==> src/hdl/radix_converter_top_defines.svh <==
// assertion macros for the radix converter top level
// expects clk and arst_n in the scope where a macro is used
`ifndef RADIX_CONVERTER_TOP_DEFINES_SVH
`define RADIX_CONVERTER_TOP_DEFINES_SVH

// same-cycle implication, disabled during reset
`define RADCONV_ASSERT_NOW(label, ante, cons, msg) \
	label: assert property (@(posedge clk) disable iff (!arst_n) (ante) |-> (cons)) \
		else $error(msg);

// next-cycle implication, disabled during reset
`define RADCONV_ASSERT_NEXT(label, ante, cons, msg) \
	label: assert property (@(posedge clk) disable iff (!arst_n) (ante) |=> (cons)) \
		else $error(msg);

`endif

==> src/hdl/radconv_pkg.sv <==
// shared types and constants of the radix converter
// no dependencies
`timescale 1ns / 1ps
`default_nettype none

package radconv_pkg;

	// configuration register indexes
	localparam int CFG_INDEX_BITS = 1;
	localparam logic [CFG_INDEX_BITS-1:0] REG_IN_BASE  = 1'b0;
	localparam logic [CFG_INDEX_BITS-1:0] REG_OUT_BASE = 1'b1;

	localparam int BASE_BITS = 6;
	localparam logic [BASE_BITS-1:0] IN_BASE_RESET  = 6'd10;
	localparam logic [BASE_BITS-1:0] OUT_BASE_RESET = 6'd2;
	localparam logic [BASE_BITS-1:0] MIN_BASE       = 6'd2;

	// character codes
	localparam logic [7:0] CHAR_MINUS    = 8'h2D;
	localparam logic [7:0] CHAR_ZERO     = 8'h30;
	localparam logic [7:0] CHAR_NINE     = 8'h39;
	localparam logic [7:0] LETTER_OFFSET = 8'd55;

	// digit store
	localparam int STORE_DEPTH = 32;
	localparam int STORE_ADDR_BITS = 5;
	localparam int COUNT_BITS = 6;

	// controller to datapath
	typedef struct packed {
		logic load;      // capture a character
		logic acc_upd;   // fold it into the accumulator, prime the divider
		logic div_step;  // one quotient bit
		logic wr_digit;  // store remainder, restart divider
		logic rd_digit;  // read one stored digit
		logic emit;      // digit on the result ports
	} radconv_cmd_t;

	// datapath to controller
	typedef struct packed {
		logic div_last;   // final quotient bit this cycle
		logic quot_zero;  // quotient is zero
		logic rd_zero;    // read pointer at the least significant digit
	} radconv_status_t;

endpackage

`default_nettype wire

==> src/hdl/radconv_ctrl.sv <==
// controller state machine of the radix converter
// depends on radconv_pkg
`timescale 1ns / 1ps
`default_nettype none

module radconv_ctrl (
	input  wire logic                         clk,
	input  wire logic                         arst_n,
	input  wire logic                         start,
	input  wire logic                         last_char,
	input  wire radconv_pkg::radconv_status_t status,
	output radconv_pkg::radconv_cmd_t         cmd,
	output logic                              busy,
	output logic                              digit_strobe
);

	localparam logic [2:0] ST_IDLE = 3'd0;
	localparam logic [2:0] ST_ACC  = 3'd1;
	localparam logic [2:0] ST_DIV  = 3'd2;
	localparam logic [2:0] ST_WR   = 3'd3;
	localparam logic [2:0] ST_RD   = 3'd4;
	localparam logic [2:0] ST_OUT  = 3'd5;

	logic [2:0] state_q;
	logic [2:0] state_d;
	logic       last_q;
	logic       accept;

	assign accept = start && (state_q == ST_IDLE);

	always_ff @(posedge clk or negedge arst_n) begin
		if (!arst_n) begin
			state_q <= ST_IDLE;
			last_q  <= 1'b0;
		end else begin
			state_q <= state_d;
			if (accept) begin
				last_q <= last_char;
			end
		end
	end

	always_comb begin
		state_d = state_q;
		cmd = '0;
		unique case (state_q)
			ST_IDLE: begin
				if (start) begin
					cmd.load = 1'b1;
					state_d = ST_ACC;
				end
			end
			ST_ACC: begin
				cmd.acc_upd = 1'b1;
				state_d = last_q ? ST_DIV : ST_IDLE;
			end
			ST_DIV: begin
				cmd.div_step = 1'b1;
				if (status.div_last) begin
					state_d = ST_WR;
				end
			end
			ST_WR: begin
				cmd.wr_digit = 1'b1;
				state_d = status.quot_zero ? ST_RD : ST_DIV;
			end
			ST_RD: begin
				cmd.rd_digit = 1'b1;
				state_d = ST_OUT;
			end
			ST_OUT: begin
				cmd.emit = 1'b1;
				state_d = status.rd_zero ? ST_IDLE : ST_RD;
			end
			default: begin
				state_d = ST_IDLE;
			end
		endcase
	end

	assign busy = (state_q != ST_IDLE);
	assign digit_strobe = (state_q == ST_OUT);

endmodule

`default_nettype wire

==> src/hdl/radconv_dpath.sv <==
// datapath of the radix converter: accumulator, bit-serial divider, digit store
// depends on radconv_pkg
`timescale 1ns / 1ps
`default_nettype none

module radconv_dpath #(
	parameter int VALUE_BITS = 32
) (
	input  wire logic                                   clk,
	input  wire logic                                   arst_n,
	input  wire logic                                   cfg_we,
	input  wire logic [radconv_pkg::CFG_INDEX_BITS-1:0] cfg_index,
	input  wire logic [radconv_pkg::BASE_BITS-1:0]      cfg_data,
	input  wire logic [7:0]                             char_code,
	input  wire radconv_pkg::radconv_cmd_t              cmd,
	output radconv_pkg::radconv_status_t                status,
	output logic [5:0]                                  digit_value,
	output logic                                        is_negative,
	output logic                                        last_digit
);

	localparam int BIT_CNT_W = $clog2(VALUE_BITS);
	localparam logic [BIT_CNT_W-1:0] BIT_CNT_TOP = BIT_CNT_W'(VALUE_BITS - 1);

	logic [radconv_pkg::BASE_BITS-1:0] in_base_q;
	logic [radconv_pkg::BASE_BITS-1:0] out_base_q;
	logic [radconv_pkg::BASE_BITS-1:0] div_base;

	logic [VALUE_BITS-1:0] acc_q;
	logic                  neg_q;
	logic                  first_q;

	logic [VALUE_BITS+5:0] prod_full;
	logic [VALUE_BITS-1:0] char_digit;
	logic                  is_dec;
	logic [VALUE_BITS-1:0] prod_s1;
	logic [VALUE_BITS-1:0] digit_s1;
	logic                  skip_s1;
	logic [VALUE_BITS-1:0] acc_next;

	logic [VALUE_BITS-1:0]                    v_q;
	logic [5:0]                               rem_q;
	logic [BIT_CNT_W-1:0]                     bit_cnt_q;
	logic [6:0]                               trial;
	logic                                     q_bit;
	logic [5:0]                               rem_next;
	logic [radconv_pkg::COUNT_BITS-1:0]       cnt_q;
	logic [radconv_pkg::STORE_ADDR_BITS-1:0]  rd_ptr_q;
	logic [5:0]                               rd_data_q;
	logic [5:0] store_mem [radconv_pkg::STORE_DEPTH];

	// configuration registers
	always_ff @(posedge clk or negedge arst_n) begin
		if (!arst_n) begin
			in_base_q  <= radconv_pkg::IN_BASE_RESET;
			out_base_q <= radconv_pkg::OUT_BASE_RESET;
		end else if (cfg_we) begin
			unique case (cfg_index)
				radconv_pkg::REG_IN_BASE:  in_base_q  <= cfg_data;
				radconv_pkg::REG_OUT_BASE: out_base_q <= cfg_data;
			endcase
		end
	end

	assign div_base = (out_base_q < radconv_pkg::MIN_BASE) ? radconv_pkg::MIN_BASE : out_base_q;

	// character decode, wraps as an unsigned magnitude
	assign is_dec = (char_code >= radconv_pkg::CHAR_ZERO) && (char_code <= radconv_pkg::CHAR_NINE);
	assign char_digit = is_dec ? VALUE_BITS'(char_code - radconv_pkg::CHAR_ZERO)
		: VALUE_BITS'(char_code) - VALUE_BITS'(radconv_pkg::LETTER_OFFSET);
	assign prod_full = acc_q * in_base_q;

	always_ff @(posedge clk) begin
		if (cmd.load) begin
			prod_s1  <= prod_full[VALUE_BITS-1:0];
			digit_s1 <= char_digit;
			skip_s1  <= first_q && (char_code == radconv_pkg::CHAR_MINUS);
		end
	end

	assign acc_next = skip_s1 ? acc_q : prod_s1 + digit_s1;

	// restoring divider, one quotient bit per cycle
	assign trial    = {rem_q, v_q[VALUE_BITS-1]};
	assign q_bit    = (trial >= {1'b0, div_base});
	assign rem_next = q_bit ? 6'(trial - {1'b0, div_base}) : trial[5:0];

	always_ff @(posedge clk or negedge arst_n) begin
		if (!arst_n) begin
			acc_q     <= '0;
			neg_q     <= 1'b0;
			first_q   <= 1'b1;
			bit_cnt_q <= '0;
			cnt_q     <= '0;
		end else begin
			if (cmd.acc_upd) begin
				acc_q     <= acc_next;
				neg_q     <= neg_q | skip_s1;
				first_q   <= 1'b0;
				bit_cnt_q <= BIT_CNT_TOP;
				cnt_q     <= '0;
			end
			if (cmd.div_step) begin
				bit_cnt_q <= bit_cnt_q - 1'b1;
			end
			if (cmd.wr_digit) begin
				bit_cnt_q <= BIT_CNT_TOP;
				if (!cnt_q[radconv_pkg::COUNT_BITS-1]) begin
					cnt_q <= cnt_q + 1'b1;
				end
			end
			// numeral done after the least significant digit
			if (cmd.emit && status.rd_zero) begin
				acc_q   <= '0;
				neg_q   <= 1'b0;
				first_q <= 1'b1;
			end
		end
	end

	always_ff @(posedge clk) begin
		if (cmd.acc_upd) begin
			v_q   <= acc_next;
			rem_q <= '0;
		end
		if (cmd.div_step) begin
			v_q   <= {v_q[VALUE_BITS-2:0], q_bit};
			rem_q <= rem_next;
		end
		if (cmd.wr_digit) begin
			rem_q    <= '0;
			rd_ptr_q <= cnt_q[radconv_pkg::COUNT_BITS-1] ? '1
				: cnt_q[radconv_pkg::STORE_ADDR_BITS-1:0];
		end
		if (cmd.emit && !status.rd_zero) begin
			rd_ptr_q <= rd_ptr_q - 1'b1;
		end
	end

	// digit store, least significant digit at slot 0
	always_ff @(posedge clk) begin
		if (cmd.wr_digit && !cnt_q[radconv_pkg::COUNT_BITS-1]) begin
			store_mem[cnt_q[radconv_pkg::STORE_ADDR_BITS-1:0]] <= rem_q;
		end
		if (cmd.rd_digit) begin
			rd_data_q <= store_mem[rd_ptr_q];
		end
	end

	assign status.div_last  = (bit_cnt_q == '0);
	assign status.quot_zero = (v_q == '0);
	assign status.rd_zero   = (rd_ptr_q == '0);

	assign digit_value = rd_data_q;
	assign is_negative = neg_q;
	assign last_digit  = status.rd_zero;

endmodule

`default_nettype wire

==> src/hdl/radix_converter_top.sv <==
// radix converter top level: controller plus datapath
// depends on radconv_pkg, radconv_ctrl, radconv_dpath, radix_converter_top_defines.svh
//
// channel   direction  handshake               payload
// config    in         cfg_we                  cfg_index, cfg_data
// chars     in         start && !busy          char_code, last_char
// digits    out        digit_strobe            digit_value, is_negative, last_digit
//
// a character is captured with the multiply, then the add is folded into the accumulator
// the last character then runs the divider for each output digit, one quotient bit per cycle,
// followed by the store write; the stored digits are then read and emitted in turn
// reset clears the controller, accumulator and counters and sets the bases to their defaults;
// the digit store needs no clearing; digits cannot be stalled, each strobe lasts one cycle
`timescale 1ns / 1ps
`default_nettype none

`include "radix_converter_top_defines.svh"

module radix_converter_top #(
	parameter int VALUE_BITS = 32
) (
	input  wire logic                                   clk,
	input  wire logic                                   arst_n,
	// configuration writes
	input  wire logic                                   cfg_we,
	input  wire logic [radconv_pkg::CFG_INDEX_BITS-1:0] cfg_index,
	input  wire logic [radconv_pkg::BASE_BITS-1:0]      cfg_data,
	// character items
	input  wire logic                                   start,
	output logic                                        busy,
	input  wire logic [7:0]                             char_code,
	input  wire logic                                   last_char,
	// digit items
	output logic                                        digit_strobe,
	output logic [5:0]                                  digit_value,
	output logic                                        is_negative,
	output logic                                        last_digit
);

	radconv_pkg::radconv_cmd_t    cmd;
	radconv_pkg::radconv_status_t status;

	// sequencing: accumulate, divide, store, then emit most significant first
	radconv_ctrl u_ctrl (
		.clk          (clk),
		.arst_n       (arst_n),
		.start        (start),
		.last_char    (last_char),
		.status       (status),
		.cmd          (cmd),
		.busy         (busy),
		.digit_strobe (digit_strobe)
	);

	// accumulator, divider and digit store
	radconv_dpath #(
		.VALUE_BITS (VALUE_BITS)
	) u_dpath (
		.clk         (clk),
		.arst_n      (arst_n),
		.cfg_we      (cfg_we),
		.cfg_index   (cfg_index),
		.cfg_data    (cfg_data),
		.char_code   (char_code),
		.cmd         (cmd),
		.status      (status),
		.digit_value (digit_value),
		.is_negative (is_negative),
		.last_digit  (last_digit)
	);

	// a digit only appears while a numeral is in flight
	`RADCONV_ASSERT_NOW(a_strobe_busy, digit_strobe, busy, "digit strobe while idle")
	// an accepted character always occupies the block next cycle
	`RADCONV_ASSERT_NEXT(a_accept_busy, start && !busy, busy, "accepted item not tracked")
	// final digit returns the block to idle
	`RADCONV_ASSERT_NEXT(a_last_idle, digit_strobe && last_digit, !busy, "busy after last digit")
	// digits are spaced by the store read
	`RADCONV_ASSERT_NEXT(a_strobe_gap, digit_strobe, !digit_strobe, "back to back digit strobes")

endmodule

`default_nettype wire
==> config.mk <==
export PLATFORM = sky130hd
export DESIGN_NAME = radix_converter_top
export DESIGN_NICKNAME = d
export VERILOG_FILES = /design/src/hdl/radconv_pkg.sv /design/src/hdl/radconv_ctrl.sv /design/src/hdl/radconv_dpath.sv /design/src/hdl/radix_converter_top.sv
export VERILOG_INCLUDE_DIRS = /design/src /design/src/hdl
export SDC_FILE = /design/constraint.sdc
export NUM_CORES = 1
export LEC_CHECK = 0
export ABC_AREA = 0
export BUFFER_PORTS_ARGS = -buffer_cell sky130_fd_sc_hd__buf_2
export CELL_PAD_IN_SITES_DETAIL_PLACEMENT = 0
export CELL_PAD_IN_SITES_GLOBAL_PLACEMENT = 2
export CORE_MARGIN = 4
export CORE_UTILIZATION = 45
export CTS_CLUSTER_SIZE = 10
export DETAILED_ROUTE_END_ITERATION = 6
export PLACE_DENSITY = 0.87
export SETUP_SLACK_MARGIN = 0.15
export SKIP_CTS_REPAIR_TIMING = 1
export SYNTH_ARGS = -nofsm -noshare
export SYNTH_HDL_FRONTEND = slang
export SYNTH_SLANG_ARGS = --single-unit
export TNS_END_PERCENT = 10
==> constraint.sdc <==
create_clock -name clk -period 5.4 [get_ports clk]
set_input_delay 0.81 -clock clk [delete_from_list [all_inputs] [get_ports clk]]
set_output_delay 0.81 -clock clk [all_outputs]
set_load 0.005 [all_outputs]
=== Word-level counts from Yosys, hierarchy flattened ===
Memories as Yosys holds them, arrays and structs flattened. A register that Yosys moved wholly into a read port is not among the register bits.
Index checks and enable logic that the tools add are counted.

* Bits of input ports: 20
* Register bits: 169
* Memory bits (read-only): 0
* Memory bits (writable): 192
* Memories kept: 1
* Bits in latches: 0
* Output and inout bits: 10
* Logic and storage cells: 95

* Shifts and indexed selects: 0
* Divide/modulo/power cells: 0
* Add/subtract/negate cells: 7
* Reductions and logical operators: 20
* Bitwise logic cells: 2
* $lt $le $gt $ge: 4
* Multipliers: 1
* Eq/ne operators: 8
* Muxes and demuxes: 37

{| class="wikitable"
|+ Memory list
! name !! words !! width !! read ports !! clocked after Yosys merged registers in !! write ports !! line !! source
|-
| u_dpath.store_mem || 32 || 6 || 1 || 1 || 1 || radconv_dpath.sv:50 || <nowiki>logic [5:0] store_mem [radconv_pkg::STORE_DEPTH];</nowiki>
|}

{| class="wikitable"
|+ Operators with widths
! cell !! number
|-
| two-way mux 32 bit || 5
|-
| two-way mux 6 bit || 7
|-
| adder 32 bit || 1
|-
| zero test 32 bit || 1
|-
| multiplier 32 x 6 -> 32 bit || 1
|-
| two-way mux 5 bit || 6
|-
| case mux 3 bit (6 select lines) || 1
|-
| subtractor 8 x 6 -> 9 bit, second input constant || 2
|-
| two-way mux 1 bit || 13
|-
| two-way mux 3 bit || 4
|-
| zero test 5 bit || 2
|-
| subtractor 5 x 1 -> 5 bit, second input constant || 2
|-
| equality test 8 x 6 -> 1 bit, second input constant || 1
|-
| greater-or-equal comparator 8 x 6 -> 1 bit, second input constant || 1
|-
| <= comparator 8 x 6 -> 1 bit, second input constant || 1
|-
| greater-or-equal comparator 7 x 6 -> 1 bit || 1
|-
| adder 6 x 1 -> 6 bit, second input constant || 1
|-
| equality test 3 x 2 -> 1 bit, second input constant || 2
|-
| equality test 3 bit, second input constant || 2
|-
| logical AND 1 bit || 6
|-
| less-than comparator 6 x 2 -> 1 bit, second input constant || 1
|-
| AND reduction 2 bit || 3
|-
| nonzero test 2 bit || 3
|-
| nonzero test 3 bit || 2
|-
| 8 further kinds || 10
|}

=== Longest topological paths before layout ===
* Depth in word-level cells: 5
* Mapped depth: 19
* Mapped depth without buffers: 17

=== Hierarchy ===
Synthesis repeated with hierarchy kept, for this count alone.

* Cell total of the unflattened synthesis: 1775
* Area, all modules: 21202.8 sq um

{| class="wikitable"
|+ By module, submodules not included
! module !! area each (sq um) !! sequential area each (sq um) !! instances !! cells an instance
|-
| radconv_dpath || 20927.6 || 9869.5 || 1 || 1749
|-
| radconv_ctrl || 275.3 || 100.1 || 1 || 26
|}

=== Worst setup path after synthesis ===
Ideal clock, no wire load.

* Kind: register -> register
* Start: register u_dpath.in_base_q[3] (netlist bit)
* End: register u_dpath.prod_s1[31], data pin
* Path slack: 0.653 ns
* Cell stages (with the launch flop): 18
* Arrival time: 4.487 ns
* Path buffers: 2
* Cell sequence: dfstp_2 > clkbuf_1 > clkbuf_1 > and2_1 > fa_1 > fa_1 > inv_1 > fa_1 > inv_1 > ha_1 > a21oi_2 > nand2_1 > or4_1 > a21o_1 > a221o_1 > a221oi_2 > o21bai_1 > xnor2_1

* Longest elaborated chain between the ends: 1

{| class="wikitable"
|+ Ends and longest elaborated chain
! item !! line !! source
|-
| from (decl) || radconv_dpath.sv:25 || <nowiki>logic [radconv_pkg::BASE_BITS-1:0] in_base_q;</nowiki>
|-
| from (signal assigned) || radconv_dpath.sv:55 || <nowiki>in_base_q <= radconv_pkg::IN_BASE_RESET;</nowiki>
|-
| from (signal assigned) || radconv_dpath.sv:59 || <nowiki>radconv_pkg::REG_IN_BASE: in_base_q <= cfg_data;</nowiki>
|-
| multiplier 32 x 6 -> 32 bit || radconv_dpath.sv:71 || <nowiki>assign prod_full = acc_q * in_base_q;</nowiki>
|-
| net u_dpath.prod_full[31] || radconv_dpath.sv:33 || <nowiki>logic [VALUE_BITS+5:0] prod_full;</nowiki>
|-
| to (signal assigned) || radconv_dpath.sv:75 || <nowiki>prod_s1 <= prod_full[VALUE_BITS-1:0];</nowiki>
|-
| to (decl) || radconv_dpath.sv:36 || <nowiki>logic [VALUE_BITS-1:0] prod_s1;</nowiki>
|}

The timed path passes the listed nets, and every way through them passes these cells.
A chain may end at the register's enable or synchronous reset.

=== Worst setup path after layout ===
* Start: register u_dpath.in_base_q[1] (netlist bit)
* End: register u_dpath.prod_s1[31], data pin

Same word-level chain as after synthesis.

==> flow_summary.json <==
{
  "hpwl_um": 34100,
  "cp.required_ps": 5710,
  "drv_cap": 0,
  "synth_area_leaders": "edfxtp_1 39%, fa_1 10%, dfrtp_1 6.7%",
  "grt_max_degree": 51,
  "gp_congestion": 0.811,
  "fmax_ghz": 0.198,
  "finalWirelength_um": 48100,
  "synthCells": 1798,
  "clock_latency_ps": 580,
  "cts_sinks": 344,
  "crit_arrival_ps": 5370,
  "syn_nets": 2012,
  "io_buffers": 29,
  "layout-drive-gt1-share_pct": 11.7,
  "startpoint": "u_dpath.in_base_q[1]$_DFFE_PN1P_",
  "synth_common_cells": "277 x edfxtp_1, 177 x inv_1, 151 x and2_1, 123 x nand2_1, 111 x fa_1",
  "tritoncts": "built",
  "synth-async-reset-ratio_pct": 17.7,
  "yosysSeqAreaShare_pct": 47.1,
  "syn_to_final_growth_pct": 10.4,
  "ys_types": 72,
  "final.period_utilization_pct": 93.7,
  "synth-main-ff-cell": "edfxtp_1",
  "n_antenna_cell": 0,
  "finalHoldViolCount": 0,
  "fp-row-count": 79,
  "syn_avg_cell_area_um2": 11.8,
  "die_y_um": 225,
  "root_buffer": "clkbuf_16",
  "cts.htree.levels": 2,
  "track_usage_pct": 19.0,
  "core_area_um2": 46600,
  "vias": 13400,
  "wl_per_cell_um": 19.6,
  "antenna_found_initial": 0,
  "ios": 30,
  "rsz0062_at_grt": "yes",
  "start_util_pct": 45.5,
  "die_area_um2": 50600,
  "viasPerCell": 5.46,
  "yosysMostFrequentCell": "edfxtp_1",
  "numCtsBuffers": 42,
  "drv_slew": 0,
  "endpoint_kind": "register",
  "cp_max_fo": 7,
  "skew_ps": 27.9,
  "finalSetupTns_ps": 0,
  "hold_class": "primary input to async pin",
  "max-slew-margin-rel_pct": 19.4,
  "start_kind": "register",
  "synth_edf_count": 277,
  "total_leakage_power_uw": 0.00926,
  "cts.clk_slew.worst_paths_ps": 60,
  "dr.pass1.iters": 5,
  "ir_drop_mv": 0.602,
  "worstMarginPinSlew_ps": 1210,
  "ys_warn_count": 0,
  "ys_ff_latch": 344,
  "power_density_nw_per_um2": 688,
  "reg2reg_from": "u_dpath.in_base_q[1]$_DFFE_PN1P_",
  "setup_viol": 0,
  "drc": 0,
  "fin_nets": 2029,
  "grt_pass1_wl_um": 76700,
  "netlist.top_cell.by_area": "edfxtp_1",
  "outcome": "complete, no violations",
  "crit_type": "register to register",
  "cts_buffer_depth": 3,
  "ant_nets": 0,
  "post-route-util_pct": 50.2,
  "fin_crit_ps": 5060,
  "die_x_um": 225,
  "drt_iter0_drc": 1050,
  "synth.top_cell.area_share_pct": 39.3,
  "synth_area_um2": 21200,
  "grt_pass1_vias": 13800,
  "overflow": 0
}
==> registers in the layout (all words and copies together), names as in the netlist, 5 cells and up <==
signal,cells
u_dpath.rd_ptr_q,5
u_dpath.v_q,32
u_dpath.prod_s1,32
u_dpath.digit_value,6
u_dpath.in_base_q,6
u_dpath.store_mem,192
u_dpath.out_base_q,6
u_dpath.digit_s1,9
u_dpath.acc_q,32
u_dpath.bit_cnt_q,5
u_dpath.rem_q,6
u_dpath.cnt_q,6
==> worst paths after layout <==
| check | cells after the start | slack (ps) | to |
|---|---|---|---|
| worst max-delay path | 16 | 340 | u_dpath.prod_s1[31]$_DFFE_PP_ |
| worst min-delay path | 1 | 130 | u_dpath.out_base_q[2]$_DFFE_PN0P_ |
| worst max register to register | 16 | 340 | u_dpath.prod_s1[31]$_DFFE_PP_ |
| worst min register to register | 2 | 480 | u_dpath.first_q$_DFFE_PN1P_ |
| max in group asynchronous | 2 | 4220 | u_dpath.in_base_q[0]$_DFFE_PN0P_ |
| min in group clk | 2 | 480 | u_dpath.first_q$_DFFE_PN1P_ |
==> power breakdown <==
group          internal, uW  total, uW  switching [uW]
combinational          3770       8810            5030
sequential             3940       4580             642
clock                  1570       2690            1120
==> layout by cell type (no fill, tap or decap), types with 7 or more instances in the layout <==
cell / netlist / layout
nor4_1: 7 / 7
o21ai_1: 7 / 7
dfrtp_1: 57 / 54
xnor2_1: 53 / 53
a31oi_1: 11 / 11
a22o_1: 12 / 12
and2_1: 151 / 151
nor3_1: 17 / 17
o211ai_1: 8 / 8
nand4_1: 9 / 9
xor2_1: 22 / 22
buf_2: 6 / 29
mux2_2: 19 / 19
ha_1: 83 / 81
o21bai_1: 11 / 11
nand2_1: 123 / 123
and3_1: 10 / 10
a21o_1: 27 / 27
edfxtp_1: 277 / 277
nor2_1: 109 / 107
nand3_1: 45 / 45
nand2b_1: 9 / 9
mux4_2: 60 / 60
nor2b_1: 9 / 9
buf_4: 0 / 21
o21ai_0: 82 / 80
inv_1: 177 / 177
fa_1: 111 / 111
clkbuf_1: 68 / 26
o21a_1: 14 / 14
a21oi_1: 99 / 99
clkbuf_16: 0 / 43
mux2i_1: 17 / 17
==> cell families (layout without fill, tap and decap cells) <==
logic type | count (synthesis) | after routing | synth area share [%]
AOI/OAI and AO/OA | 313 | 313 | 9.22
xor gates and xnor gates | 75 | 75 | 3.10
adders and majority gates | 194 | 194 | 15.4
buffers and inverters | 259 | 310 | 4.63
DFF | 344 | 344 | 47.1
muxes | 96 | 96 | 8.20
and+or+nand+nor | 517 | 517 | 12.3
==> metrics by stage <==
| step | cells | cell area [um^2] | total power (uW) | hold WS, ps | worst slack (ps) |
|---|---|---|---|---|---|
| floorplan | 1798 | 21200 | 11000 | 439 | 653 |
| global placement | 2373 | 21900 | 13200 | 467 | 250 |
| detailed placement | 2373 | 21900 | 13200 | 471 | 159 |
| CTS | 2451 | 23300 | 16000 | 104 | 118 |
| global route | 2456 | 23400 | 17500 | 128 | 143 |
| finish | 2456 | 23400 | 16100 | 125 | 338 |
==> critical path, stage by stage, from the launching register on <==
cell	delay, ps
dfstp_4	720
buf_8	170
and2_1	160
fa_1	440
fa_1	540
inv_1	50
fa_1	490
inv_1	50
ha_1	320
nand3_1	120
nand2_1	70
or4_1	490
a21o_1	220
a221o_1	410
a221oi_2	290
o21bai_1	110
xnor2_1	130
==> routing by layer <==
metal	global-route usage (%)	wire, um	vias to the layer above
met4	4.43	801	0
met3	2.35	2100	52
met5	0	0	-
li1	-	-	6359
met2	31.5	23600	288
met1	27.2	21600	6708
==> cell type report <==
cell class                      instances  area, um^2
Clock inverter                          8         130
Multi-Input combinational cell       1195       10300
Fill cell                            4050       23200
Inverter                              178         668
Tap cell                              607         759
Clock buffer                           70        1190
Timing Repair Buffer                   54         368
Sequential cell                       344        9980
No activity file was read; power rests on OpenSTA's default activity.
